[config.mk]
export PLATFORM = sky130hd
export DESIGN_NAME = key_to_differential_drive_mixer_unit_flat
export DESIGN_NICKNAME = d
export VERILOG_FILES = /design/src/hdl/kdm_pkg.sv /design/src/hdl/kdm_key_if.sv /design/src/hdl/kdm_drive_if.sv /design/src/hdl/kdm_cfg_if.sv /design/src/hdl/kdm_cfg_regs.sv /design/src/hdl/kdm_mixer.sv /design/src/hdl/key_to_differential_drive_mixer_unit.sv /design/src/flat_wrapper.sv
export SDC_FILE = /design/constraint.sdc
export NUM_CORES = 1
export LEC_CHECK = 0
export BUFFER_PORTS_ARGS = -buffer_cell sky130_fd_sc_hd__buf_2
export CORE_MARGIN = 2
export CORE_UTILIZATION = 30
export DETAILED_ROUTE_END_ITERATION = 7
export PLACE_DENSITY = 0.46
export RECOVER_POWER = 100
export SLEW_MARGIN = 20
export SYNTH_ARGS = -nofsm -noshare
export SYNTH_HDL_FRONTEND = slang
export SYNTH_SLANG_ARGS = --single-unit
export TNS_END_PERCENT = 50
[constraint.sdc]
create_clock -name clk -period 8.2 [get_ports clk]
set_input_delay 1.64 -clock clk [delete_from_list [all_inputs] [get_ports clk]]
set_output_delay 1.64 -clock clk [all_outputs]
set_load 0.05 [all_outputs]
[src/hdl/kdm_pkg.sv]
`timescale 1ns / 1ps

package kdm_pkg;

    typedef logic [7:0] key_byte_t;
    typedef logic [6:0] duty_t;
    typedef logic [2:0] cfg_index_t;

    localparam key_byte_t KEY_DOWN = 8'hA0;
    localparam key_byte_t KEY_UP   = 8'h05;

    // Register indexes on the configuration channel
    localparam cfg_index_t CFG_BASE_DUTY      = 3'd0;
    localparam cfg_index_t CFG_RAMP_FLOOR     = 3'd1;
    localparam cfg_index_t CFG_RAMP_CEILING   = 3'd2;
    localparam cfg_index_t CFG_RAMP_INCREMENT = 3'd3;
    localparam cfg_index_t CFG_STEER_OFFSET   = 3'd4;
    localparam cfg_index_t CFG_SPIN_DUTY      = 3'd5;

    localparam duty_t RST_BASE_DUTY      = 7'd70;
    localparam duty_t RST_RAMP_FLOOR     = 7'd50;
    localparam duty_t RST_RAMP_CEILING   = 7'd100;
    localparam duty_t RST_RAMP_INCREMENT = 7'd5;
    localparam duty_t RST_STEER_OFFSET   = 7'd10;
    localparam duty_t RST_SPIN_DUTY      = 7'd55;

    typedef struct packed {
        duty_t base_duty;
        duty_t ramp_floor;
        duty_t ramp_ceiling;
        duty_t ramp_increment;
        duty_t steer_offset;
        duty_t spin_duty;
    } cfg_t;

    typedef struct packed {
        key_byte_t key_forward;
        key_byte_t key_left;
        key_byte_t key_back;
        key_byte_t key_right;
        key_byte_t key_faster;
        key_byte_t key_slower;
    } keys_t;

    typedef struct packed {
        logic  left_forward;
        duty_t left_duty;
        logic  right_forward;
        duty_t right_duty;
    } drive_t;

endpackage

[src/hdl/kdm_key_if.sv]
`timescale 1ns / 1ps

interface kdm_key_if;
    logic               valid;
    logic               ready;
    kdm_pkg::key_byte_t key_forward;
    kdm_pkg::key_byte_t key_left;
    kdm_pkg::key_byte_t key_back;
    kdm_pkg::key_byte_t key_right;
    kdm_pkg::key_byte_t key_faster;
    kdm_pkg::key_byte_t key_slower;

    modport source (
        output valid, key_forward, key_left, key_back, key_right, key_faster, key_slower,
        input  ready
    );
    modport sink (
        input  valid, key_forward, key_left, key_back, key_right, key_faster, key_slower,
        output ready
    );
endinterface

[src/hdl/kdm_drive_if.sv]
`timescale 1ns / 1ps

interface kdm_drive_if;
    logic           valid;
    logic           ready;
    logic           left_forward;
    kdm_pkg::duty_t left_duty;
    logic           right_forward;
    kdm_pkg::duty_t right_duty;

    modport source (
        output valid, left_forward, left_duty, right_forward, right_duty,
        input  ready
    );
    modport sink (
        input  valid, left_forward, left_duty, right_forward, right_duty,
        output ready
    );
endinterface

[src/hdl/kdm_cfg_if.sv]
`timescale 1ns / 1ps

interface kdm_cfg_if;
    logic                  valid;
    logic                  ready;
    kdm_pkg::cfg_index_t   index;
    kdm_pkg::duty_t        data;

    modport source (
        output valid, index, data,
        input  ready
    );
    modport sink (
        input  valid, index, data,
        output ready
    );
endinterface

[src/hdl/kdm_cfg_regs.sv]
`timescale 1ns / 1ps

module kdm_cfg_regs (
    input  logic          clk,
    input  logic          rst_n,
    kdm_cfg_if.sink       cfg,
    output kdm_pkg::cfg_t regs
);
    import kdm_pkg::*;

    cfg_t regs_reg;
    cfg_t regs_next;

    assign cfg.ready = 1'b1;
    assign regs      = regs_reg;

    always_comb
    begin
        regs_next = regs_reg;
        if (cfg.valid)
        begin
            unique case (cfg.index)
                CFG_BASE_DUTY:      regs_next.base_duty      = cfg.data;
                CFG_RAMP_FLOOR:     regs_next.ramp_floor     = cfg.data;
                CFG_RAMP_CEILING:   regs_next.ramp_ceiling   = cfg.data;
                CFG_RAMP_INCREMENT: regs_next.ramp_increment = cfg.data;
                CFG_STEER_OFFSET:   regs_next.steer_offset   = cfg.data;
                CFG_SPIN_DUTY:      regs_next.spin_duty      = cfg.data;
                default:            regs_next                = regs_reg;
            endcase
        end
    end

    always_ff @(posedge clk or negedge rst_n)
    begin
        if (!rst_n)
        begin
            regs_reg.base_duty      <= RST_BASE_DUTY;
            regs_reg.ramp_floor     <= RST_RAMP_FLOOR;
            regs_reg.ramp_ceiling   <= RST_RAMP_CEILING;
            regs_reg.ramp_increment <= RST_RAMP_INCREMENT;
            regs_reg.steer_offset   <= RST_STEER_OFFSET;
            regs_reg.spin_duty      <= RST_SPIN_DUTY;
        end
        else
        begin
            regs_reg <= regs_next;
        end
    end

endmodule

[src/hdl/kdm_mixer.sv]
`timescale 1ns / 1ps

module kdm_mixer (
    input  kdm_pkg::keys_t  keys,
    input  kdm_pkg::cfg_t   regs,
    input  kdm_pkg::duty_t  ramp,
    output kdm_pkg::duty_t  ramp_next,
    output kdm_pkg::drive_t drive
);
    import kdm_pkg::*;

    logic       go_fwd;
    logic       go_back;
    logic       driving;
    logic       vert_same;
    logic       steer_l;
    logic       steer_r;
    logic       right_outer;
    logic [7:0] up_sum;
    logic [7:0] floor_sum;
    logic [7:0] hi_sum;
    duty_t      lo_duty;
    logic [7:0] ld_raw;
    logic [7:0] rd_raw;

    function automatic duty_t clamp_duty(input logic [7:0] v, input duty_t ceil);
        return (v > {1'b0, ceil}) ? ceil : v[6:0];
    endfunction

    assign go_fwd    = (keys.key_forward == KEY_DOWN) && (keys.key_back == KEY_UP);
    assign go_back   = (keys.key_forward == KEY_UP) && (keys.key_back == KEY_DOWN);
    assign driving   = go_fwd || go_back;
    assign vert_same = ((keys.key_forward == KEY_UP) && (keys.key_back == KEY_UP)) ||
                       ((keys.key_forward == KEY_DOWN) && (keys.key_back == KEY_DOWN));
    assign steer_l   = (keys.key_left == KEY_DOWN) && (keys.key_right == KEY_UP);
    assign steer_r   = (keys.key_left == KEY_UP) && (keys.key_right == KEY_DOWN);

    assign up_sum    = {1'b0, ramp} + {1'b0, regs.ramp_increment};
    assign floor_sum = {1'b0, regs.ramp_floor} + {1'b0, regs.ramp_increment};

    // Speed-up wins over slow-down when both are held
    always_comb
    begin
        if (!driving)
            ramp_next = regs.base_duty;
        else if (keys.key_faster == KEY_DOWN)
            ramp_next = clamp_duty(up_sum, regs.ramp_ceiling);
        else if (keys.key_slower == KEY_DOWN)
            ramp_next = ({1'b0, ramp} > floor_sum) ? (ramp - regs.ramp_increment)
                                                   : regs.ramp_floor;
        else
            ramp_next = ramp;
    end

    assign hi_sum      = {1'b0, ramp_next} + {1'b0, regs.steer_offset};
    assign lo_duty     = (ramp_next > regs.steer_offset) ? (ramp_next - regs.steer_offset)
                                                         : 7'd0;
    assign right_outer = (steer_l && go_fwd) || (steer_r && go_back);

    always_comb
    begin
        drive.left_forward  = go_fwd;
        drive.right_forward = go_fwd;
        ld_raw = driving ? {1'b0, ramp_next} : 8'd0;
        rd_raw = ld_raw;
        if (vert_same)
        begin
            // in-place turn
            if (steer_l)
            begin
                drive.left_forward  = 1'b0;
                drive.right_forward = 1'b1;
                ld_raw = {1'b0, regs.spin_duty};
                rd_raw = {1'b0, regs.spin_duty};
            end
            else if (steer_r)
            begin
                drive.left_forward  = 1'b1;
                drive.right_forward = 1'b0;
                ld_raw = {1'b0, regs.spin_duty};
                rd_raw = {1'b0, regs.spin_duty};
            end
        end
        else if (driving && (steer_l || steer_r))
        begin
            if (right_outer)
            begin
                rd_raw = hi_sum;
                ld_raw = {1'b0, lo_duty};
            end
            else
            begin
                ld_raw = hi_sum;
                rd_raw = {1'b0, lo_duty};
            end
        end
        drive.left_duty  = clamp_duty(ld_raw, regs.ramp_ceiling);
        drive.right_duty = clamp_duty(rd_raw, regs.ramp_ceiling);
    end

endmodule

[src/hdl/key_to_differential_drive_mixer_unit.sv]
`timescale 1ns / 1ps
// Path: key transaction -> input register -> result register -> drive result.
// Throughput: one transaction per cycle while drive.ready holds; the ramp register updates
// as each item moves from the input register into the result register.
// Reset (rst_n, async, active low): both stages empty, ramp level 70, registers to their
// defaults (70, 50, 100, 5, 10, 55).

module key_to_differential_drive_mixer_unit (
    input  logic       clk,
    input  logic       rst_n,
    kdm_key_if.sink    keys,
    kdm_drive_if.source drive,
    kdm_cfg_if.sink    cfg
);
    import kdm_pkg::*;

    cfg_t   regs;
    keys_t  keys_in;
    keys_t  keys_reg;
    drive_t drive_reg;
    drive_t drive_next;
    duty_t  ramp_reg;
    duty_t  ramp_next;
    logic   in_valid_reg;
    logic   in_valid_next;
    logic   out_valid_reg;
    logic   out_valid_next;
    logic   advance;
    logic   accept;

    kdm_cfg_regs u_cfg (
        .clk   (clk),
        .rst_n (rst_n),
        .cfg   (cfg),
        .regs  (regs)
    );

    kdm_mixer u_mix (
        .keys      (keys_reg),
        .regs      (regs),
        .ramp      (ramp_reg),
        .ramp_next (ramp_next),
        .drive     (drive_next)
    );

    assign keys_in.key_forward = keys.key_forward;
    assign keys_in.key_left    = keys.key_left;
    assign keys_in.key_back    = keys.key_back;
    assign keys_in.key_right   = keys.key_right;
    assign keys_in.key_faster  = keys.key_faster;
    assign keys_in.key_slower  = keys.key_slower;

    assign advance    = !out_valid_reg || drive.ready;
    assign keys.ready = !in_valid_reg || advance;
    assign accept     = keys.valid && keys.ready;

    always_comb
    begin
        if (accept)
            in_valid_next = 1'b1;
        else if (advance)
            in_valid_next = 1'b0;
        else
            in_valid_next = in_valid_reg;
        out_valid_next = advance ? in_valid_reg : out_valid_reg;
    end

    always_ff @(posedge clk or negedge rst_n)
    begin
        if (!rst_n)
        begin
            in_valid_reg  <= 1'b0;
            out_valid_reg <= 1'b0;
            ramp_reg      <= RST_BASE_DUTY;
        end
        else
        begin
            in_valid_reg  <= in_valid_next;
            out_valid_reg <= out_valid_next;
            if (in_valid_reg && advance)
                ramp_reg <= ramp_next;
        end
    end

    always_ff @(posedge clk)
    begin
        if (accept)
            keys_reg <= keys_in;
        if (in_valid_reg && advance)
            drive_reg <= drive_next;
    end

    assign drive.valid         = out_valid_reg;
    assign drive.left_forward  = drive_reg.left_forward;
    assign drive.left_duty     = drive_reg.left_duty;
    assign drive.right_forward = drive_reg.right_forward;
    assign drive.right_duty    = drive_reg.right_duty;

endmodule

[src/flat_wrapper.sv]
// flat-port wrapper written by rule: the top's interface ports become plain ports
module key_to_differential_drive_mixer_unit_flat import kdm_pkg::*;
  (clk, rst_n, keys_valid, keys_key_forward, keys_key_left, keys_key_back, keys_key_right, keys_key_faster, keys_key_slower, keys_ready, drive_valid, drive_left_forward, drive_left_duty, drive_right_forward, drive_right_duty, drive_ready, cfg_valid, cfg_index, cfg_data, cfg_ready);
  kdm_key_if keys_i ();
  kdm_drive_if drive_i ();
  kdm_cfg_if cfg_i ();
  input  logic clk;
  input  logic rst_n;
  input wire logic [$bits(keys_i.valid)-1:0] keys_valid;
  input wire logic [$bits(keys_i.key_forward)-1:0] keys_key_forward;
  input wire logic [$bits(keys_i.key_left)-1:0] keys_key_left;
  input wire logic [$bits(keys_i.key_back)-1:0] keys_key_back;
  input wire logic [$bits(keys_i.key_right)-1:0] keys_key_right;
  input wire logic [$bits(keys_i.key_faster)-1:0] keys_key_faster;
  input wire logic [$bits(keys_i.key_slower)-1:0] keys_key_slower;
  output wire logic [$bits(keys_i.ready)-1:0] keys_ready;
  output wire logic [$bits(drive_i.valid)-1:0] drive_valid;
  output wire logic [$bits(drive_i.left_forward)-1:0] drive_left_forward;
  output wire logic [$bits(drive_i.left_duty)-1:0] drive_left_duty;
  output wire logic [$bits(drive_i.right_forward)-1:0] drive_right_forward;
  output wire logic [$bits(drive_i.right_duty)-1:0] drive_right_duty;
  input wire logic [$bits(drive_i.ready)-1:0] drive_ready;
  input wire logic [$bits(cfg_i.valid)-1:0] cfg_valid;
  input wire logic [$bits(cfg_i.index)-1:0] cfg_index;
  input wire logic [$bits(cfg_i.data)-1:0] cfg_data;
  output wire logic [$bits(cfg_i.ready)-1:0] cfg_ready;
  assign keys_i.valid = keys_valid;
  assign keys_i.key_forward = keys_key_forward;
  assign keys_i.key_left = keys_key_left;
  assign keys_i.key_back = keys_key_back;
  assign keys_i.key_right = keys_key_right;
  assign keys_i.key_faster = keys_key_faster;
  assign keys_i.key_slower = keys_key_slower;
  assign keys_ready = keys_i.ready;
  assign drive_valid = drive_i.valid;
  assign drive_left_forward = drive_i.left_forward;
  assign drive_left_duty = drive_i.left_duty;
  assign drive_right_forward = drive_i.right_forward;
  assign drive_right_duty = drive_i.right_duty;
  assign drive_i.ready = drive_ready;
  assign cfg_i.valid = cfg_valid;
  assign cfg_i.index = cfg_index;
  assign cfg_i.data = cfg_data;
  assign cfg_ready = cfg_i.ready;
  key_to_differential_drive_mixer_unit u_core (.clk(clk), .rst_n(rst_n), .keys(keys_i), .drive(drive_i), .cfg(cfg_i));
endmodule
==> results of run 1 <==
stage by stage:
stage	total power, mW	setup slack, ns	cell area (sq um)
6_report	2.53	0.554	8680
5_1_grt	2.69	0.00881	8680
4_1_cts	2.54	0.358	8710
3_5_place_dp	1.78	0.379	8120
3_3_place_gp	1.77	0.521	8120
2_1_floorplan	1.53	1.22	7370
final cells by class:
| type | count | area share |
|---|---|---|
| inverters | 37 | 0.0160 |
| well taps | 324 | 0.0467 |
| clock inverters | 10 | 0.0108 |
| clock buffers | 22 | 0.0572 |
| multi-input cells | 521 | 0.451 |
| flip-flops and latches | 115 | 0.372 |
| repair buffers | 86 | 0.0463 |
Yosys cell counts (4+ instances only):
library cell  count  share of area
nor4bb_1          4         0.0054
nand4_1           8         0.0068
nor2b_1          12          0.010
edfxtp_1         64           0.26
clkbuf_1         15         0.0076
o21ai_0          29          0.020
o22ai_1           4         0.0034
xnor2_1          11          0.013
or2_2             4         0.0034
nor2_1           59          0.030
fa_1              5          0.014
o21a_1            4         0.0041
and4bb_2          6          0.010
a31oi_1          11         0.0093
o31ai_1           9         0.0092
xor2_1            7         0.0083
nand2_1          49          0.025
dfrtp_1          30           0.10
a41oi_1           8         0.0095
mux2_2           35          0.053
mux2i_1           7         0.0095
nand2b_1         12          0.010
a21oi_1          27          0.018
nor3_1           15          0.010
and2_1            7         0.0059
a211o_1           4         0.0048
o211ai_1          8         0.0082
a22oi_1           5         0.0051
nor3b_1           4         0.0041
inv_1            37          0.019
a21o_1            6         0.0061
ha_1             63           0.11
nand3_1          16          0.011
a311oi_1          4         0.0048
nor4_1           10         0.0085
o21bai_1          5         0.0051
dfstp_2          21          0.075
a221oi_1          6         0.0071
a211oi_1          7         0.0071
worst max path at each step:
stage,startpoint,endpoint,slack (ns),depth (start not counted)
finish,u_core.u_cfg.regs[28],u_core.drive.right_duty[1],0.55,26
global route,u_core.u_cfg.regs[28],u_core.drive.right_duty[5],0.009,27
CTS,u_core.u_cfg.regs[28],u_core.drive.right_duty[5],0.36,29
detailed placement,u_core.u_cfg.regs[28],u_core.drive.right_duty[5],0.38,30
global placement,u_core.u_cfg.regs[28],u_core.drive.left_duty[4],0.52,29
floorplan,u_core.u_cfg.regs[28],u_core.drive.right_duty[5],1.22,30
per-layer routing:
layer  track usage  up-vias  part of all wire
met3        0.0302       21             0.042
li1              -     2791                 -
met1         0.235     2917              0.48
met4        0.0491        0             0.014
met5             0        -                 0
met2         0.271      174              0.46
power by group through the flow:
stage / Clock, mW / Combinational [mW] / Sequential [mW]
2_1_floorplan: 0 / 0.739 / 0.789
3_3_place_gp: 0 / 0.973 / 0.795
3_5_place_dp: 0 / 0.983 / 0.797
4_1_cts: 0.763 / 0.990 / 0.786
5_1_grt: 0.793 / 1.10 / 0.796
6_report: 0.743 / 0.995 / 0.786
placed cells by master (no fill, tap or decap), types with 6 or more instances in the layout:
cell type  instances
a21oi_1           27
clkbuf_1          27
xnor2_1           11
dfrtp_1           30
mux2_2            34
nand4_1            8
o31ai_1            8
xor2_1             7
a21o_1             6
nor4_1            10
ha_1              63
nand2b_1          12
mux2i_1            7
nor2b_1           12
nor3_1            15
a211oi_1           7
nand2_1           49
dfstp_2           20
a31oi_1           10
inv_1             37
buf_2             60
nand3_1           16
edfxtp_1          64
and4bb_2           6
clkbuf_16         19
and2_1             6
a41oi_1            8
a221oi_1           6
o21ai_0           29
o211ai_1           8
nor2_1            59
kinds of logic (layout without fill, tap and decap cells):
family	after synthesis	count (layout)
AOI/OAI and AO/OA	174	174
xor gates and xnor gates	18	18
adders and majority gates	68	68
buffers and inverters	57	155
DFF	115	115
muxes	43	43
other	1	1
and+or+nand+nor	217	217
repair_timing:
item,in CTS,in global routing
hold buffers,0,0
gates resized for setup,0,5
endpoints found under the setup margin,0,14
==> out/results.ini, run 1 <==
[outcome]
status = complete, but fails checks
violations = max-capacitance violations, max-slew violations

[floorplanning]
die-area_sq_mm = 0.0258
die_x_microns = 161
io_pins = 82
initial_core_util = 0.304
core_sq_mm = 0.0242
die_y_microns = 161
rows = 57

[routing]
drt-initial-drc-count = 422
wirelength_microns = 21200
vias = 5903
drtAntennaViolNets = 0
drc_errors = 0
wire_per_inst_microns = 19.0
viasPerCell = 5.29
dr.pass1.iters = 4

[global_routing]
gr-usage-all-layers = 0.169
overflow = 0
antenna_found_initial = 0
grt_max_degree = 52
grt_pass1_vias = 5914
grt_pass1_wl_microns = 33400

[timing]
fmax_mhz = 131
period_share = 0.932
maxSlewHeadroom = -0.906
fin_skew_ns = 0.00763
rsz0062_at_grt = no
setup_violations = 0
min_period_ns = 7.65
max_slew.worst_pin.slew_ns = 2.86
hold_violations = 0
final.setup.tns_ns = 0
finalHoldWorstSlack_ns = 0.481
drv_slew = 114

[cts]
cts_buffers = 17
cts.sinks = 115
postCtsSetupRepairBufs = 0
cts-root-buf = clkbuf_16
clock_latency_ns = 0.41
cts_buffer_depth = 2
cts_max_level = 4
cts.clk_slew.worst_paths_ns = 0.06
cts_tree = yes

[critical_path]
cp_slowest_cell = o41ai_1
rr_endpoint = u_core.drive.right_duty[1]
crit_top_cell = ha_1
r2r_cells = 26
critPathRequiredTime_ns = 8.40
cp_num_buf_inv = 0
end_kind = flop
path_delay_family = compound AO/OA/AOI/OAI gates
r2r_start = u_core.u_cfg.regs[28]
crit_fanout = 5
worst-setup-path-type = reg -> reg
max_stage_delay_ns = 0.77
rrSetupSlack_ns = 0.55
startpoint_type = flop
arrival_ns = 7.84

[hold_path]
holdPathEnd = u_core.drive.valid
hold_path.class = reg -> reg
min_from = u_core.in_valid_reg
hold_depth = 1

[power_and_ir_drop]
powerDensity_mw_per_mm2 = 291
p_int_mw = 1.58
p_clk_frac = 0.294
pwr-share-seq = 0.311
pwr-share-comb = 0.394
leakage_nw = 3.43
peakVddDrop_mv = 0.128
sw_frac_of_total = 0.376
p_sw_mw = 0.948

[finish]
syn2layout_area_growth_pct = 17.8
seq_area_sq_mm = 0.00322
largest_reg_flops = 48
fin_util = 0.358
num-fill-cells = 2482
diodes = 0
drive_above_1_share = 0.217
multi_input_area_sq_mm = 0.00392
nets = 909
instances_no_fill = 1115

[place]
dp.cells = 1082
port_buffers = 80
hpwl_microns = 16400
gp_congestion = 0.875

[logic_synthesis]
muxShareOfSynthArea = 0.0650
ys_seq_area_frac = 0.438
ys_warn_count = 0
async_flop_share = 0.443
synth_edf_count = 64
avgSynthCellArea_sq_um = 10.6
synth_top_family_by_area = compound AO/OA/AOI/OAI gates
synth_fa_ha_area_frac = 0.121
synthSimpleGateAreaFrac = 0.152
postSynthCellCount = 693
synth_seq_cells = 115
ys_types = 76
synthXorXnorAreaFrac = 0.0214
syn_nets = 824
synthFlopType = edfxtp_1
synth_compound_area_frac = 0.171
netlist_area_sq_mm = 0.00737

[flow_run]
drv_cap = 3

(Power assumes the default switching activity.)
==> inputs of run 2 (changes only) <==
BUFFER_PORTS_ARGS = unset   (was -buffer_cell sky130_fd_sc_hd__buf_2)
CTS_BUF_LIST = sky130_fd_sc_hd__clkbuf_8 sky130_fd_sc_hd__clkbuf_16   (was unset)
DONT_BUFFER_PORTS = 1   (was unset)
PLACE_DENSITY = 0.44   (was 0.46)
==> run 2 against run 1 <==
The run still ends with max-capacitance violations, max-slew violations left. Hold slack better by 0.014 ns. Sequential power grew 2.9%. Combinational power shrank 2.2%. Clock-buffer cell count fell by 3. Global-route usage fell by 0.090 points. First-iteration DRC count decreased by 12%. Total power is 2.9% lower. Final area shrank 4.6%. Maximum frequency about the same. Die area unchanged. Routed wire length increased by 0.94%. Clock skew is 0.0046 ns higher. Largest cell class unchanged. Largest power group unchanged.
==> out/results.ini, run 2 (same netlist as run 1, synthesis figures left out) <==
[routing]
wirelength_microns = 21400
drc_errors = 0
vias = 5604
dr.pass1.iters = 5
viasPerCell = 5.41
drtAntennaViolNets = 0
drt-initial-drc-count = 372
wire_per_inst_microns = 20.7

[finish]
final_common_cell = edfxtp_1
fin_util = 0.341
syn2layout_area_growth_pct = 12.3
instances_no_fill = 1035
layout_common_cells = edfxtp_1 (64), ha_1 (63), nor2_1 (59)
largest_reg_flops = 48
nets = 829
diodes = 0
stdcell_area_sq_mm = 0.00828
num-fill-cells = 2485
drive_above_1_share = 0.158

[outcome]
violations = max-capacitance violations, max-slew violations
status = complete, but fails checks

[cts]
cts.sinks = 115
cts_max_level = 4
cts_buffers = 17
ctsResizeCount = 0
clock_latency_ns = 0.42
cts.clk_slew.worst_paths_ns = 0.06
holdBufCountCts = 0
cts_buffer_depth = 2
cts_tree = yes
postCtsSetupRepairBufs = 0
cts-root-buf = clkbuf_16

[critical_path]
end_kind = flop
max_stage_delay_ns = 0.54
arrival_ns = 7.80
path_delay_family = compound AO/OA/AOI/OAI gates
critPathRequiredTime_ns = 8.35
crit_fanout = 11
startpoint_type = flop
cp_slowest_cell = a2111oi_0
cp_num_buf_inv = 1
worst-setup-path-type = reg -> reg

[global_routing]
grt_max_degree = 52
gr-usage-all-layers = 0.168
overflow = 0
grt_pass1_wl_microns = 32700
antenna_found_initial = 0
grt_pass1_vias = 5511

[floorplanning]
die-area_sq_mm = 0.0258
rows = 57
core_sq_mm = 0.0242
initial_core_util = 0.304
die_x_microns = 161
die_y_microns = 161
io_pins = 82

[place]
dp.cells = 1003
postPlaceCellArea_sq_mm = 0.00773
hpwl_microns = 16800
gp_congestion = 0.880
port_buffers = 0

[timing]
fin_skew_ns = 0.0122
drv_slew = 77
period_share = 0.932
rsz0062_at_grt = no
max_slew.worst_pin.slew_ns = 2.90
fmax_mhz = 131
min_period_ns = 7.64
final.setup.tns_ns = 0
maxSlewHeadroom = -0.934
setup_violations = 0
hold_violations = 0

[power_and_ir_drop]
peakVddDrop_mv = 0.157
leakage_nw = 3.18
powerDensity_mw_per_mm2 = 296

[flow_run]
drv_cap = 2

[hold_path]
hold_path.class = reg -> reg

## run 2: cell count changes in the layout (fill, tap and decap cells not counted), moves of 2 or more
cell | previous run | this run
buf_2 | 60 | 0
clkbuf_1 | 27 | 2
buf_4 | 1 | 4
clkinv_2 | 2 | 5
inv_1 | 37 | 40
o21a_1 | 2 | 4
o21a_2 | 2 | 0
## run 2: layout make-up
| cell class | count | area [sq um] | area share |
|---|---|---|---|
| tap | 324 | 405 | 0.0490 |
| inverter | 37 | 139 | 0.0168 |
| clock buffer | 19 | 464 | 0.0561 |
| timing repair buffer | 6 | 37.5 | 0.00454 |
| multi-input combinational | 521 | 3940 | 0.476 |
| sequential | 115 | 3220 | 0.390 |
| clock inverter | 13 | 70.1 | 0.00847 |
## run 2: per-layer routing
| metal | track usage | wire length (microns) | vias to the layer above |
|---|---|---|---|
| met5 | 0 | 0 | - |
| li1 | - | - | 2634 |
| met2 | 0.259 | 9460 | 216 |
| met1 | 0.233 | 10200 | 2733 |
| met3 | 0.0467 | 1440 | 21 |
| met4 | 0.0450 | 321 | 0 |
## run 2: final timing paths
check / startpoint / endpoint / slack [ns] / depth (start not counted)
max in group asynchronous: rst_n / u_core.u_cfg.regs[27] / 7.08 / 0
worst max register to register: u_core.u_cfg.regs[28] / u_core.drive.left_duty[5] / 0.56 / 28
worst min-delay path: u_core.in_valid_reg / u_core.drive.valid / 0.49 / 1
min in group asynchronous: rst_n / u_core.u_cfg.regs[3] / 0.93 / 0
worst max-delay path: u_core.u_cfg.regs[28] / u_core.drive.left_duty[5] / 0.56 / 28
worst min register to register: u_core.in_valid_reg / u_core.drive.valid / 0.49 / 1
## run 2: power by group
part	internal (mW)	leakage [nW]	total (mW)	switching, mW
Combinational	0.404	1.70	0.973	0.569
Sequential	0.715	1.20	0.809	0.0937
Clock	0.404	0.275	0.670	0.266
Total	1.52	3.18	2.45	0.928
## run 2: metrics by stage
stage | setup slack [ns] | hold WS, ns | total power, mW
3_3_place_gp | 0.283 | 0.470 | 1.76
6_report | 0.557 | 0.495 | 2.45
5_1_grt | 0.0625 | 0.535 | 2.62
2_1_floorplan | 1.22 | 0.449 | 1.53
4_1_cts | 0.220 | 0.502 | 2.45
3_5_place_dp | 0.233 | 0.476 | 1.77
==> inputs of run 3 (changes only) <==
PLACE_DENSITY = 0.45   (was 0.44)
clock period = 6.46 ns   (was 8.2 ns; I/O delays follow)
==> run 3 against run 2 <==
The flow finishes with violations (max-capacitance violations, max-slew violations, negative setup slack). Highest routed layer unchanged. Sequential power is 26% higher. Routed wire length increased by 9.1%. Via count increased by 9.5%. Die area unchanged. Non-clock buffer count rose by 126. Combinational power up 97%. Cell count grew 12%. Register-to-register slack got worse by 0.76 ns. Maximum frequency rose by 15%. First-iteration DRC count decreased by 4.3%. Clock power rose by 49%.
==> out/results.ini, run 3 (same netlist as run 1, synthesis figures left out) <==
[floorplanning]
rows = 57
io_pins = 82
initial_core_util = 0.304
die_x_microns = 161
die-area_sq_mm = 0.0258
die_y_microns = 161
core_sq_mm = 0.0242

[power_and_ir_drop]
fin_total_pwr_mw = 3.94
p_int_mw = 2.48
pwr-share-seq = 0.258
peakVddDrop_mv = 0.167
sw_frac_of_total = 0.371
leakage_nw = 3.91
pwr-share-comb = 0.487
powerDensity_mw_per_mm2 = 397
p_sw_mw = 1.46
p_clk_frac = 0.254

[critical_path]
r2r_start = u_core.u_cfg.regs[28]
path_delay_family = compound AO/OA/AOI/OAI gates
cp_num_buf_inv = 2
cp-endpoint = u_core.drive.right_duty[5]
worst-setup-path-type = reg -> reg
cp_slowest_cell = dfrtp_1
startpoint_type = flop
max_stage_delay_ns = 0.42
crit_fanout = 4
cp.depth = 31
cp-startpoint = u_core.u_cfg.regs[28]
r2r_cells = 31
rr_endpoint = u_core.drive.right_duty[5]
arrival_ns = 6.81
critPathRequiredTime_ns = 6.61
rrSetupSlack_ns = -0.20
end_kind = flop

[cts]
cts.clk_slew.worst_paths_ns = 0.06
cts-root-buf = clkbuf_16
cts_buffer_depth = 2
cts_tree = yes
clock_latency_ns = 0.42
cts.sinks = 115
cts_buffers = 17
cts_max_level = 4

[place]
port_buffers = 0
place_ws_ns = -0.576
gp_congestion = 0.920
dp.cells = 1113
hpwl_microns = 17800

[global_routing]
grt_pass1_wl_microns = 36300
grt_max_degree = 52
antenna_found_initial = 1
overflow = 0
grt.met2_usage = 0.291
grt_pass1_vias = 6307
gr-max-usage-layer = met2
gr-usage-all-layers = 0.183
met3_usage = 0.0400
grt_use_met1 = 0.247

[timing]
maxSlewHeadroom = -0.793
hold_violations = 0
layout_setup_ws_ns = -0.200
final.setup.tns_ns = -1.93
period_share = 1.03
setup_violations = 14
max_slew.worst_pin.slew_ns = 2.69
min_period_ns = 6.66
rsz0062_at_grt = yes
fin_skew_ns = 0.0133
drv_slew = 77
fmax_mhz = 150

[finish]
nets = 955
fin_util = 0.409
largest_reg_flops = 48
final_common_cell = buf_4
drive_above_1_share = 0.393
layout_common_cells = buf_4 (127), edfxtp_1 (64), nor2_1 (56)
syn2layout_area_growth_pct = 34.8
instances_no_fill = 1162

[routing]
vias = 6135
drt-initial-drc-count = 356
drtAntennaViolNets = 0
drc_errors = 0
dr.pass1.iters = 5
viasPerCell = 5.28
wirelength_microns = 23400
wire_per_inst_microns = 20.1

[hold_path]
hold_path.class = reg -> reg

[flow_run]
drv_cap = 2

[outcome]
violations = max-capacitance violations, max-slew violations, negative setup slack
status = complete, but fails checks

-- run 3: cell types whose count changed in the layout (fill, tap and decap cells not counted), moves of 5 or more --
| cell | delta |
|---|---|
| a21oi_1 | -9 |
| clkinv_2 | -5 |
| a41oi_1 | -6 |
| ha_1 | -10 |
| buf_4 | +123 |
| inv_1 | -5 |
| ha_4 | +10 |
| o21ai_0 | -5 |
| a41oi_2 | +6 |
| inv_6 | +6 |
| a21oi_2 | +9 |
-- run 3: per-stage QoR --
stage / cell area (sq um) / hold slack (ns)
after global placement: 8700 / 0.468
after floorplan: 7510 / 0.449
final: 9930 / 0.491
after global routing: 9930 / 0.524
after CTS: 9670 / 0.492
after detailed placement: 8700 / 0.490
-- run 3: final cells by class --
type | count | area, sq um
Clock inverter | 15 | 194
Fill cell | 2376 | 14300
Tap cell | 324 | 405
Timing Repair Buffer | 132 | 1010
Sequential cell | 115 | 3230
Antenna cell | 1 | 2.50
Multi-Input combinational cell | 521 | 4520
Clock buffer | 17 | 425
Inverter | 37 | 139
-- run 3: worst min path at each step --
stage,cells past startpoint,from,to
6_report,1,u_core.in_valid_reg,u_core.drive.valid
5_1_grt,1,u_core.u_cfg.regs[39],u_core.u_cfg.regs[39]
4_1_cts,1,u_core.in_valid_reg,u_core.drive.valid
3_5_place_dp,1,u_core.in_valid_reg,u_core.drive.valid
3_3_place_gp,1,u_core.in_valid_reg,u_core.drive.valid
2_1_floorplan,1,u_core.in_valid_reg,u_core.drive.valid
-- run 3: routing by layer --
metal | vias to the layer above | routed length (microns)
met5 | - | 0
met4 | 0 | 577
met3 | 34 | 1220
met2 | 190 | 10700
met1 | 3024 | 10900
li1 | 2887 | -
-- run 3: power groups by stage --
stage | combinational, mW | clock, mW | sequential [mW]
global placement | 1.61 | 0 | 1.02
global route | 2.09 | 1.05 | 1.03
CTS | 1.79 | 1.02 | 1.01
detailed placement | 1.64 | 0 | 1.02
finish | 1.92 | 1.00 | 1.02
floorplan | 1.01 | 0 | 1.00
-- run 3: timing repair --
item                                    in CTS  in global routing
gates resized for setup                     48                 41
pin swaps                                   27                 22
endpoints found under the setup margin      14                 14
buffers inserted                             6                 10
hold buffers                                 0                  0
